===== src/rem_pkg.sv =====
`timescale 1ns / 1ps
// Shared constants, register codes and types of the Roberts edge magnitude block.
// No dependencies; every other file depends on this package.
package rem_pkg;

    localparam int PIX_W     = 8;
    localparam int MAX_WIDTH = 1024;
    localparam int COL_W     = $clog2(MAX_WIDTH);
    localparam int OCOL_W    = 10;
    localparam int ROW_W     = 12;
    localparam int WID_W     = 11;
    localparam int MIN_DIM   = 3;

    localparam int COEF_BITS = 4;
    localparam int NTAP      = 9;
    localparam int MASK_W    = NTAP * COEF_BITS;
    localparam int CFG_W     = MASK_W;
    localparam int G_W       = PIX_W + COEF_BITS + $clog2(NTAP);
    localparam int SQ_W      = 2 * G_W;
    localparam int NSUM_W    = SQ_W + 1;

    localparam int ROOT_W    = 8;
    localparam int ROOT_IN_W = 2 * ROOT_W;
    localparam int ROOT_MAX  = (1 << ROOT_W) - 1;
    localparam int SAT_LIMIT = ROOT_MAX * ROOT_MAX + ROOT_MAX + 1;
    localparam int NSTAGE    = ROOT_W + 4;

    localparam int QDEPTH    = 4;
    localparam int QPTR_W    = $clog2(QDEPTH);
    localparam int QCNT_W    = $clog2(QDEPTH + 1);

    localparam int CFG_IDX_W = 2;

    typedef enum logic [CFG_IDX_W-1:0] {
        REG_IMAGE_WIDTH  = 2'd0,
        REG_IMAGE_HEIGHT = 2'd1,
        REG_MASK_A       = 2'd2,
        REG_MASK_B       = 2'd3
    } t_reg_idx;

    localparam logic [WID_W-1:0]  WIDTH_RST  = WID_W'(640);
    localparam logic [ROW_W-1:0]  HEIGHT_RST = ROW_W'(480);
    localparam logic [MASK_W-1:0] MASK_A_RST = MASK_W'(65551);
    localparam logic [MASK_W-1:0] MASK_B_RST = MASK_W'(69376);

    typedef logic [NTAP-1:0][PIX_W-1:0] t_win;

    typedef struct packed {
        logic [ROW_W-1:0]  row;
        logic [OCOL_W-1:0] col;
        logic              done;
    } t_pos;

    typedef struct packed {
        t_win win;
        t_pos pos;
    } t_q_item;

    typedef struct packed {
        logic    valid;
        t_q_item item;
    } t_q_beat;

endpackage


===== src/rem_queue.sv =====
`timescale 1ns / 1ps
// Short FIFO of window beats between the front end and the arithmetic back end.
// Depends on rem_pkg.
module rem_queue (
    input  logic              i_clk,
    input  logic              i_rst_n,
    input  rem_pkg::t_q_beat  i_push,
    output logic              o_push_ready,
    output rem_pkg::t_q_beat  o_pop,
    input  logic              i_pop_ready
);
    import rem_pkg::*;

    t_q_item            r_mem [QDEPTH];
    logic [QPTR_W-1:0]  r_wr_ptr, r_rd_ptr;
    logic [QCNT_W-1:0]  r_cnt;
    logic               do_push, do_pop;

    assign o_push_ready = r_cnt != QCNT_W'(QDEPTH);
    assign o_pop.valid  = r_cnt != '0;
    assign o_pop.item   = r_mem[r_rd_ptr];
    assign do_push      = i_push.valid && o_push_ready;
    assign do_pop       = o_pop.valid && i_pop_ready;

    always_ff @(posedge i_clk) begin
        if (!i_rst_n) begin
            r_wr_ptr <= '0;
            r_rd_ptr <= '0;
            r_cnt    <= '0;
        end else begin
            if (do_push) begin
                r_wr_ptr <= r_wr_ptr + QPTR_W'(1);
            end
            if (do_pop) begin
                r_rd_ptr <= r_rd_ptr + QPTR_W'(1);
            end
            if (do_push && !do_pop) begin
                r_cnt <= r_cnt + QCNT_W'(1);
            end else if (do_pop && !do_push) begin
                r_cnt <= r_cnt - QCNT_W'(1);
            end
        end
    end

    always_ff @(posedge i_clk) begin
        if (do_push) begin
            r_mem[r_wr_ptr] <= i_push.item;
        end
    end

endmodule


===== config.mk =====
export PLATFORM = sky130hd
export DESIGN_NAME = rem_queue
export DESIGN_NICKNAME = d
export VERILOG_FILES = /design/src/rem_pkg.sv /design/src/rem_queue.sv
export SDC_FILE = /design/constraint.sdc
export NUM_CORES = 1
export LEC_CHECK = 0
export BUFFER_PORTS_ARGS = -buffer_cell sky130_fd_sc_hd__buf_2
export CORE_ASPECT_RATIO = 0.75
export CORE_MARGIN = 2
export CORE_UTILIZATION = 51
export CTS_CLUSTER_DIAMETER = 40
export DETAILED_ROUTE_END_ITERATION = 10
export GPL_ROUTABILITY_DRIVEN = 0
export PLACE_DENSITY = 0.73
export REMOVE_ABC_BUFFERS = 1
export SKIP_LAST_GASP = 1
export SLEW_MARGIN = 20
export SYNTH_ARGS = -nofsm -noshare
export SYNTH_HDL_FRONTEND = slang
export SYNTH_SLANG_ARGS = --single-unit

===== constraint.sdc =====
create_clock -name i_clk -period 3.17 [get_ports i_clk]
set_input_delay 0.4755 -clock i_clk [delete_from_list [all_inputs] [get_ports i_clk]]
set_output_delay 0.4755 -clock i_clk [all_outputs]
set_load 0.03 [all_outputs]

==> impl_metrics.env <==
export IMPL_synthAdderAreaFrac=0.00580
export IMPL_r2r_slack_ns=0.86
export IMPL_hold_viol=0
export IMPL_drv_slew=0
export IMPL_multi_input_area_sq_mm=0.00243
export IMPL_yosysSeqAreaShare=0.815
export IMPL_avgSynthCellArea_sq_um=26.1
export IMPL_outcome="finished clean"
export IMPL_core_area_sq_mm=0.0272
export IMPL_crit_required_ns=2.69
export IMPL_fin_nets=875
export IMPL_grt_pass1_wl_um=39200
export IMPL_final_common_cell="edfxtp_1"
export IMPL_setup_viol=0
export IMPL_ir_drop_uv=575
export IMPL_synth_top_family_by_area="multiplexers"
export IMPL_hold_path_class="in2reg"
export IMPL_drt_total_wl_um=25900
export IMPL_fin_util=0.623
export IMPL_post_route_min_period_ns=2.56
export IMPL_die_h_um=149
export IMPL_reg2regPathDepth=8
export IMPL_clkLatencyLatePin_ns=0.53
export IMPL_port_buffer_count=195
export IMPL_synth_xor_area_frac=0.00246
export IMPL_yosys_area_share_simple=0.00642
export IMPL_synth_compound_area_frac=0.00281
export IMPL_die_width_um=197
export IMPL_syn_cell_area_sq_mm=0.0142
export IMPL_synth_cell_types=23
export IMPL_fmax_ghz=0.390
export IMPL_worst_slew_pin_transition_ns=0.565
export IMPL_ios=196
export IMPL_period_share=0.808
export IMPL_start_util=0.523
export IMPL_endpoint_kind="output port"
export IMPL_grt_usage=0.181
export IMPL_skew_ns=0.0140
export IMPL_p_per_area_mw_per_mm2=887
export IMPL_drtAntennaViolNets=0
export IMPL_first_pass_iters=5
export IMPL_dieArea_sq_mm=0.0293
export IMPL_cts_sinks=389
export IMPL_cts_buffer_depth=3
export IMPL_maxCapViolCount=0
export IMPL_synth_mux_area_frac=0.153
export IMPL_setup_worst_path_start_class="flip-flop"
export IMPL_cts_tree="yes"
export IMPL_drc=0
export IMPL_antenna_found_initial=6
export IMPL_avgViaCountPerCell=5.55
export IMPL_synthCells=545
export IMPL_root_buffer="clkbuf_16"
export IMPL_nFillCells=1826
export IMPL_synth_largest_area_cell="edfxtp_1"
export IMPL_holdPathStages=1
export IMPL_syn2layout_area_growth_pct=19.0
export IMPL_cp_max_fo=52
export IMPL_grt_max_degree=54
export IMPL_hold_buffers=0
export IMPL_p_leak_uw=0.00567
export IMPL_wl_per_cell_um=22.6
export IMPL_most_common_layout_cells="380 x edfxtp_1, 195 x buf_2, 95 x mux4_2, 41 x clkbuf_16"
export IMPL_std_cell_rows=52
export IMPL_synth_top_cell_area_share=0.802
export IMPL_cp_data_arrival_time_ns=2.09
export IMPL_crit_type="reg2out"
export IMPL_rsz0062_at_grt="false"
export IMPL_gr_total_overflow=0
export IMPL_cts_setup_buffers=0
export IMPL_vias=6384
export IMPL_numCtsBuffers=39
export IMPL_max_slew_margin=0.623
export IMPL_synth_area_leaders="edfxtp_1 80%, mux4_2 15%, dfxtp_1 1.3%"
export IMPL_place_area_sq_mm=0.0156
export IMPL_cts_resized=0
export IMPL_dpl_hpwl_um=15700
export IMPL_fin_area_sq_mm=0.0169
export IMPL_ys_ff_latch=389
export IMPL_htree_levels=2
export IMPL_drtIter0Drc=559
export IMPL_ys_warn_count=0
export IMPL_drive_above_1_share=0.457
export IMPL_regArea_sq_mm=0.0116
export IMPL_grt_pass1_vias=6875
export IMPL_clkSlewWorstSetupHoldPaths_ns=0.06
[worst max-delay path, cell delays in order (launching register included)]
cell and delay, ns:
dfxtp_4 0.37, buf_12 0.35, mux4_2 0.59, buf_2 0.20
[synthesized netlist by cell type, drive strengths merged]
library cell / instances
o31ai: 1
nand2: 5
fa: 1
ha: 5
nor2b: 1
nor2: 1
buf: 18
clkbuf: 5
inv: 3
mux2i: 3
o311ai: 1
dfxtp: 9
or3: 2
a21boi: 2
o21ai: 1
xnor2: 3
edfxtp: 380
xor2: 1
mux4: 95
and2: 8
[kinds of logic after synthesis]
kind of cell | Yosys count
compound gates | 5
xor+xnor | 4
buf+inv | 26
simple gates | 17
mux | 98
fa+ha+maj | 6
flops | 389
[state kept, by name, summed over array words and instances, names as in the netlist, named ones only]
name,flops
r_wr_ptr,2
r_cnt,3
r_rd_ptr,2
r_mem,380
[metrics by stage]
step	setup slack, ns	hold WS, ns	instances	power (uW)	setup TNS (ns)
final	0.608	0.156	1150	15000	0
after global routing	0.484	0.139	1147	15600	0
after CTS	0.541	0.128	1147	15200	0
after detailed placement	0.850	0.509	1080	10600	0
after global placement	0.947	0.477	1080	10500	0
after floorplan	-2.03	0.468	522	9480	-312.98
[routing by layer]
metal	share of wire	vias up	GRT usage
li1	-	2795	-
met3	0.099	46	0.0671
met5	0.0021	-	0
met4	0.015	8	0.0515
met2	0.47	215	0.284
met1	0.41	3320	0.243
[final cells by class]
type                            count  area share
Sequential cell                   389       0.685
Timing Repair Buffer              207      0.0681
Multi-Input combinational cell    130       0.143
Clock buffer                       48      0.0622
Tap cell                          351      0.0259
Clock inverter                     19      0.0141
Inverter                            3    0.000665
Antenna cell                        3    0.000443
[where the power goes]
| group | switching, uW | leakage, uW | total (uW) | internal, uW |
|---|---|---|---|---|
| clock | 1810 | 0.000619 | 4580 | 2770 |
| combinational | 2540 | 0.00149 | 4050 | 1510 |
| sequential | 150 | 0.00356 | 6390 | 6240 |
[final timing paths]
path / startpoint / endpoint
max: flip-flop / o_pop[4]
min: i_push[79] / r_mem[2][79]$_DFFE_PP_
max reg2reg: r_cnt[1]$_SDFFE_PN0P_ / r_cnt[2]$_SDFFE_PN0P_
min reg2reg: r_wr_ptr[0]$_SDFFE_PN0P_ / r_wr_ptr[0]$_SDFFE_PN0P_
(Power assumes the default switching activity.)
