==> src/rem_pkg.sv <==
`timescale 1ns / 1ps
// Shared constants, register codes and types of the Roberts edge magnitude block.
// No dependencies; every other file depends on this package.
package rem_pkg;

    localparam int PIX_W     = 8;
    localparam int MAX_WIDTH = 1024;
    localparam int COL_W     = $clog2(MAX_WIDTH);
    localparam int OCOL_W    = 10;
    localparam int ROW_W     = 12;
    localparam int WID_W     = 11;
    localparam int MIN_DIM   = 3;

    localparam int COEF_BITS = 4;
    localparam int NTAP      = 9;
    localparam int MASK_W    = NTAP * COEF_BITS;
    localparam int CFG_W     = MASK_W;
    localparam int G_W       = PIX_W + COEF_BITS + $clog2(NTAP);
    localparam int SQ_W      = 2 * G_W;
    localparam int NSUM_W    = SQ_W + 1;

    localparam int ROOT_W    = 8;
    localparam int ROOT_IN_W = 2 * ROOT_W;
    localparam int ROOT_MAX  = (1 << ROOT_W) - 1;
    localparam int SAT_LIMIT = ROOT_MAX * ROOT_MAX + ROOT_MAX + 1;
    localparam int NSTAGE    = ROOT_W + 4;

    localparam int QDEPTH    = 4;
    localparam int QPTR_W    = $clog2(QDEPTH);
    localparam int QCNT_W    = $clog2(QDEPTH + 1);

    localparam int CFG_IDX_W = 2;

    typedef enum logic [CFG_IDX_W-1:0] {
        REG_IMAGE_WIDTH  = 2'd0,
        REG_IMAGE_HEIGHT = 2'd1,
        REG_MASK_A       = 2'd2,
        REG_MASK_B       = 2'd3
    } t_reg_idx;

    localparam logic [WID_W-1:0]  WIDTH_RST  = WID_W'(640);
    localparam logic [ROW_W-1:0]  HEIGHT_RST = ROW_W'(480);
    localparam logic [MASK_W-1:0] MASK_A_RST = MASK_W'(65551);
    localparam logic [MASK_W-1:0] MASK_B_RST = MASK_W'(69376);

    typedef logic [NTAP-1:0][PIX_W-1:0] t_win;

    typedef struct packed {
        logic [ROW_W-1:0]  row;
        logic [OCOL_W-1:0] col;
        logic              done;
    } t_pos;

    typedef struct packed {
        t_win win;
        t_pos pos;
    } t_q_item;

    typedef struct packed {
        logic    valid;
        t_q_item item;
    } t_q_beat;

endpackage

==> src/rem_if.sv <==


interface rem_res_if;
    logic                        valid;
    logic                        ready;
    logic [rem_pkg::ROOT_W-1:0]  edge_value;
    logic [rem_pkg::ROW_W-1:0]   out_row;
    logic [rem_pkg::OCOL_W-1:0]  out_col;
    logic                        frame_done;

    modport source (output valid, output edge_value, output out_row, output out_col,
                    output frame_done, input ready);
    modport sink   (input valid, input edge_value, input out_row, input out_col,
                    input frame_done, output ready);
endinterface

==> src/rem_back.sv <==
`timescale 1ns / 1ps
// Back end: mask sums, squares, saturation test, bit-per-stage root and rounding.
// Depends on rem_pkg and rem_res_if; pops window beats from rem_queue.
module rem_back (
    input  logic                       i_clk,
    input  logic                       i_rst_n,
    input  logic [rem_pkg::MASK_W-1:0] i_mask_a,
    input  logic [rem_pkg::MASK_W-1:0] i_mask_b,
    input  rem_pkg::t_q_beat           i_pop,
    output logic                       o_pop_ready,
    rem_res_if.source                  o_res
);
    import rem_pkg::*;

    localparam int LAST = NSTAGE - 1;

    logic                 r_vld [NSTAGE];
    t_pos                 r_pos [NSTAGE];

    logic signed [G_W-1:0] r_g1, r_g2, n_g1, n_g2;
    logic [SQ_W-1:0]       r_sq1, r_sq2;
    logic [G_W-1:0]        mag1, mag2;
    logic [NSUM_W-1:0]     nsum;
    logic [ROOT_IN_W-1:0]  r_n;
    logic                  r_sat;

    logic [ROOT_W-1:0]     r_rt  [ROOT_W];
    logic [ROOT_IN_W-1:0]  r_rn  [ROOT_W];
    logic                  r_rsat[ROOT_W];
    logic [ROOT_W-1:0]     base_r [ROOT_W];
    logic [ROOT_IN_W-1:0]  base_n [ROOT_W];
    logic                  base_s [ROOT_W];
    logic [ROOT_W-1:0]     n_rt   [ROOT_W];
    logic [ROOT_W-1:0]     trial  [ROOT_W];
    logic [ROOT_IN_W-1:0]  trial_sq [ROOT_W];

    logic [ROOT_W-1:0]      rr;
    logic [ROOT_IN_W:0]     rr_lim;
    logic [ROOT_W-1:0]      r_edge, n_edge;
    logic                   en;

    assign en          = !r_vld[LAST] || o_res.ready;
    assign o_pop_ready = en;

    always_comb begin
        n_g1 = '0;
        n_g2 = '0;
        for (int k = 0; k < NTAP; k++) begin
            n_g1 = n_g1 + G_W'($signed(i_mask_a[k*COEF_BITS +: COEF_BITS]))
                        * $signed(G_W'(i_pop.item.win[k]));
            n_g2 = n_g2 + G_W'($signed(i_mask_b[k*COEF_BITS +: COEF_BITS]))
                        * $signed(G_W'(i_pop.item.win[k]));
        end
    end

    always_comb begin
        mag1 = r_g1[G_W-1] ? G_W'(-r_g1) : G_W'(r_g1);
        mag2 = r_g2[G_W-1] ? G_W'(-r_g2) : G_W'(r_g2);
        nsum = NSUM_W'(r_sq1) + NSUM_W'(r_sq2);
    end

    always_comb begin
        base_r[0] = '0;
        base_n[0] = r_n;
        base_s[0] = r_sat;
        for (int j = 1; j < ROOT_W; j++) begin
            base_r[j] = r_rt[j-1];
            base_n[j] = r_rn[j-1];
            base_s[j] = r_rsat[j-1];
        end
        for (int j = 0; j < ROOT_W; j++) begin
            trial[j]    = base_r[j] | (ROOT_W'(1) << (ROOT_W - 1 - j));
            trial_sq[j] = ROOT_IN_W'(trial[j]) * ROOT_IN_W'(trial[j]);
            n_rt[j]     = (trial_sq[j] <= base_n[j]) ? trial[j] : base_r[j];
        end
    end

    always_comb begin
        rr     = r_rt[ROOT_W-1];
        rr_lim = (ROOT_IN_W+1)'(rr) * (ROOT_IN_W+1)'(rr) + (ROOT_IN_W+1)'(rr);
        if (r_rsat[ROOT_W-1]) begin
            n_edge = ROOT_W'(ROOT_MAX);
        end else if ((ROOT_IN_W+1)'(r_rn[ROOT_W-1]) > rr_lim) begin
            n_edge = rr + ROOT_W'(1);
        end else begin
            n_edge = rr;
        end
    end

    always_ff @(posedge i_clk) begin
        if (!i_rst_n) begin
            for (int s = 0; s < NSTAGE; s++) begin
                r_vld[s] <= 1'b0;
            end
        end else if (en) begin
            r_vld[0] <= i_pop.valid;
            for (int s = 1; s < NSTAGE; s++) begin
                r_vld[s] <= r_vld[s-1];
            end
        end
    end

    // advance the whole pipe together
    always_ff @(posedge i_clk) begin
        if (en) begin
            r_pos[0] <= i_pop.item.pos;
            for (int s = 1; s < NSTAGE; s++) begin
                r_pos[s] <= r_pos[s-1];
            end
            r_g1  <= n_g1;
            r_g2  <= n_g2;
            r_sq1 <= SQ_W'(mag1) * SQ_W'(mag1);
            r_sq2 <= SQ_W'(mag2) * SQ_W'(mag2);
            r_n   <= nsum[ROOT_IN_W-1:0];
            r_sat <= nsum >= NSUM_W'(SAT_LIMIT);
            for (int j = 0; j < ROOT_W; j++) begin
                r_rt[j]   <= n_rt[j];
                r_rn[j]   <= base_n[j];
                r_rsat[j] <= base_s[j];
            end
            r_edge <= n_edge;
        end
    end

    assign o_res.valid      = r_vld[LAST];
    assign o_res.edge_value = r_edge;
    assign o_res.out_row    = r_pos[LAST].row;
    assign o_res.out_col    = r_pos[LAST].col;
    assign o_res.frame_done = r_pos[LAST].done;

endmodule

==> src/flat_wrapper.sv <==
// flat-port wrapper written by rule: the top's interface ports become plain ports
module rem_back_flat import rem_pkg::*;
  (i_clk, i_rst_n, i_mask_a, i_mask_b, i_pop, o_pop_ready, o_res_valid, o_res_edge_value, o_res_out_row, o_res_out_col, o_res_frame_done, o_res_ready);
  rem_res_if o_res_i ();
  input  logic i_clk;
  input  logic i_rst_n;
  input  logic [rem_pkg::MASK_W-1:0] i_mask_a;
  input  logic [rem_pkg::MASK_W-1:0] i_mask_b;
  input  rem_pkg::t_q_beat i_pop;
  output logic o_pop_ready;
  output wire logic [$bits(o_res_i.valid)-1:0] o_res_valid;
  output wire logic [$bits(o_res_i.edge_value)-1:0] o_res_edge_value;
  output wire logic [$bits(o_res_i.out_row)-1:0] o_res_out_row;
  output wire logic [$bits(o_res_i.out_col)-1:0] o_res_out_col;
  output wire logic [$bits(o_res_i.frame_done)-1:0] o_res_frame_done;
  input wire logic [$bits(o_res_i.ready)-1:0] o_res_ready;
  assign o_res_valid = o_res_i.valid;
  assign o_res_edge_value = o_res_i.edge_value;
  assign o_res_out_row = o_res_i.out_row;
  assign o_res_out_col = o_res_i.out_col;
  assign o_res_frame_done = o_res_i.frame_done;
  assign o_res_i.ready = o_res_ready;
  rem_back u_core (.i_clk(i_clk), .i_rst_n(i_rst_n), .i_mask_a(i_mask_a), .i_mask_b(i_mask_b), .i_pop(i_pop), .o_pop_ready(o_pop_ready), .o_res(o_res_i));
endmodule
==> config.mk <==
export PLATFORM = sky130hd
export DESIGN_NAME = rem_back_flat
export DESIGN_NICKNAME = d
export VERILOG_FILES = /design/src/rem_pkg.sv /design/src/rem_if.sv /design/src/rem_back.sv /design/src/flat_wrapper.sv
export SDC_FILE = /design/constraint.sdc
export NUM_CORES = 2
export LEC_CHECK = 0
export ABC_AREA = 1
export ABC_CLOCK_PERIOD_IN_PS = 23000
export BUFFER_PORTS_ARGS = -buffer_cell sky130_fd_sc_hd__buf_2
export CELL_PAD_IN_SITES_DETAIL_PLACEMENT = 0
export CELL_PAD_IN_SITES_GLOBAL_PLACEMENT = 1
export CORE_MARGIN = 2
export CORE_UTILIZATION = 40
export CTS_CLUSTER_SIZE = 25
export DETAILED_ROUTE_END_ITERATION = 10
export GPL_TIMING_DRIVEN = 0
export PLACE_DENSITY = 0.78
export SYNTH_ARGS = -nofsm -noshare
export SYNTH_HDL_FRONTEND = slang
export SYNTH_SLANG_ARGS = --single-unit
==> constraint.sdc <==
create_clock -name i_clk -period 23 [get_ports i_clk]
set_input_delay 4.6 -clock i_clk [delete_from_list [all_inputs] [get_ports i_clk]]
set_output_delay 4.6 -clock i_clk [all_outputs]
set_load 0.01 [all_outputs]
==> results.py <==
metrics = {
    "status": {
        "outcome": "complete, no violations",
    },
    "synth": {
        "synthMuxAreaShare_pct": 0.0166,
        "synth_top_family_by_area": "adder cells",
        "avgSynthCellArea_um2": 9.27,
        "ys_types": 61,
        "postSynthCellCount": 7322,
        "synthXorXnorAreaFrac_pct": 4.39,
        "synthFlopType": "edfxtp_1",
        "synthAdderAreaFrac_pct": 41.6,
        "yosys.area_share.simple_pct": 12.3,
        "ys_warn_count": 0,
        "yosys_register_bits": 579,
        "yosysSeqAreaShare_pct": 25.6,
        "synth_edf_count": 579,
        "synthArstFlopShare_pct": 0,
        "synth_compound_area_share_pct": 4.42,
        "syn-cell-area_um2": 67900,
    },
    "sta": {
        "timing.final.crit_share_pct": 50.1,
        "tightest_slew_ns": 1.10,
        "grt_setup_unrepaired": "no",
        "setup_viol": 0,
        "clock_skew_ns": 0.0426,
        "slew_headroom_pct": 26.5,
        "final_max_slew_viol_count": 0,
        "max_freq_ghz": 0.0868,
        "hold_viol_final": 0,
        "min_period_ns": 11.52,
    },
    "min_path": {
        "hold_path_class": "reg2reg",
    },
    "floorplanning": {
        "rows": 151,
        "core_area_um2": 169000,
        "die_h_um": 416,
        "die_area_um2": 173000,
        "ios": 204,
        "chipWidth_um": 416,
        "initial_core_util_pct": 40.2,
    },
    "route": {
        "drtAntennaViolNets": 0,
        "wirelength_um": 154000,
        "dr_total_vias": 46800,
        "drcViolationCount": 0,
        "via_per_inst": 4.77,
        "first_pass_iters": 5,
        "dr.first_iter.drc_count": 2722,
        "wl_per_cell_um": 15.7,
    },
    "cells_and_area": {
        "drive_gt1_share_pct": 4.30,
        "nets": 9445,
        "fillCellCount": 16400,
        "final_common_cell": "inv_1",
        "final_cell_mix": "1888 x inv_1, 1277 x nand2_1, 911 x ha_1",
        "fin_area_um2": 73700,
        "area_growth_syn_to_layout_pct": 8.59,
    },
    "place": {
        "hpwl_um": 131000,
        "placed_area_um2": 71500,
        "io_buffers": 102,
        "place_congestion": 0.922,
    },
    "setup_path": {
        "cp_slowest_cell": "fa_1",
        "required_ns": 23.38,
        "cp_slowest_stage_delay_ns": 0.55,
        "crit_path_max_fanout": 8,
        "criticalPathCategory": "in2reg",
        "cpMostUsedCell": "fa_1",
        "arrival_ns": 11.90,
        "cp-end-kind": "register",
        "startpoint_type": "input port",
        "ff2ff_setup_slack_ns": 14.18,
    },
    "global_route": {
        "first_global_vias": 49200,
        "antenna_found_initial": 17,
        "grt_pass1_wl_um": 253000,
        "overflow": 0,
        "track_usage_pct": 18.3,
        "grt_start_max_net_pins": 79,
    },
    "flow_run": {
        "max_cap_viol_count": 0,
    },
    "clock_network": {
        "clockBufferDepth": 3,
        "cts_tree": "done",
        "clkLatencyLatePin_ns": 0.66,
        "cts_sinks": 579,
        "postCtsHoldBufs": 0,
        "cts_resized": 0,
        "cts_root_buf": "clkbuf_16",
        "post_cts_buffers": 0,
        "numCtsBuffers": 66,
        "htreeDepth": 3,
        "clk_pin_slew_ns": 0.06,
    },
}
-- kinds of logic (layout without fill, tap and decap cells) --
logic type	count (synthesis)	after routing
multiplexers	1	1
flip-flops	579	579
adder cells (fa/ha/maj)	1752	1752
AO/OA/AOI/OAI	531	531
AND/OR/NAND/NOR	2043	2043
other	2	39
XOR/XNOR	340	340
buffers and inverters	2074	2303
-- registers in the layout, summed over array words and instances, names as in the netlist --
register and flops:
u_core.r_sat 1, u_core.r_n 16, u_core.r_pos 276, u_core.r_g2 16, u_core.r_rn 128, u_core.r_vld 12
u_core.r_sq1 31, u_core.r_sq2 31, u_core.o_res.edge_value 8, u_core.r_rt 36, u_core.r_g1 16, u_core.r_rsat 8
-- cell usage after synthesis, types with 6 or more instances --
cell type	number	share of area [%]
nor2_2	14	0.13
xnor2_1	131	1.7
nor4_1	14	0.13
inv_2	16	0.088
a211oi_1	6	0.066
edfxtp_1	579	26
nand3_1	142	1.0
and2_1	8	0.074
or2_2	8	0.074
buf_4	22	0.24
nand4_1	37	0.34
nand3b_1	10	0.11
nor2_1	439	2.4
a31oi_1	15	0.14
o21ai_0	96	0.71
xor2_1	209	2.7
nand2_2	17	0.16
buf_2	12	0.088
clkbuf_1	128	0.71
a21o_1	35	0.39
a21oi_1	301	2.2
inv_1	1888	10
o21bai_1	25	0.28
fa_1	841	25
ha_1	911	17
o211ai_1	20	0.22
nor3_1	44	0.32
nand2_1	1278	7.1
-- layout make-up --
| type | count | area, um2 | area share, % |
|---|---|---|---|
| Antenna cell | 15 | 37.5 | 0.0509 |
| Buffer | 165 | 748 | 1.01 |
| Clock buffer | 77 | 1740 | 2.35 |
| Clock inverter | 42 | 472 | 0.640 |
| Inverter | 1909 | 7170 | 9.72 |
| Multi-Input combinational cell | 4691 | 42700 | 57.9 |
| Sequential cell | 579 | 17400 | 23.6 |
| Tap cell | 2218 | 2780 | 3.76 |
| Timing Repair Buffer | 110 | 723 | 0.981 |
-- worst paths after layout --
| check | from | end | cells past startpoint |
|---|---|---|---|
| max | i_pop[32] | u_core.r_g2[14]$_DFFE_PN_ | 28 |
| min | u_core.r_pos[1][80]$_DFFE_PN_ | u_core.r_pos[2][11]$_DFFE_PN_ | 0 |
| max reg2reg | u_core.r_g2[0]$_DFFE_PN_ | u_core.r_sq2[24]$_DFFE_PN_ | 25 |
| min reg2reg | u_core.r_pos[1][80]$_DFFE_PN_ | u_core.r_pos[2][11]$_DFFE_PN_ | 0 |
-- metal layers --
metal / routed length, um / up-vias / track usage (%)
met5: 7 / - / 0
li1: - / 22900 / -
met2: 72400 / 932 / 30.7
met3: 8740 / 189 / 2.99
met1: 69100 / 22800 / 24.5
met4: 3820 / 2 / 5.21
-- through the flow --
stage	setup TNS, ns	cells	setup slack [ns]	hold slack, ns	utilization (%)
final	0	9806	11.48	0.410	43.7
after global routing	0	9798	11.06	0.419	43.6
after CTS	0	9791	11.46	0.415	43.6
after detailed placement	0	9672	10.78	0.405	42.3
after global placement	-33.11	9664	-4.04	0.400	42.2
after floorplan	0	7344	1.74	0.400	-
-- critical path: cells and delay by family --
family,cells,cell delay [ns]
fa+ha+maj,10,4.40
compound gates,6,1.19
buf+inv,6,0.77
xor+xnor,2,0.52
simple gates,4,0.41
Power is left out: the tool's default activity adds up to more than one toggle a clock period on the data nets, which glitch-free logic cannot reach.
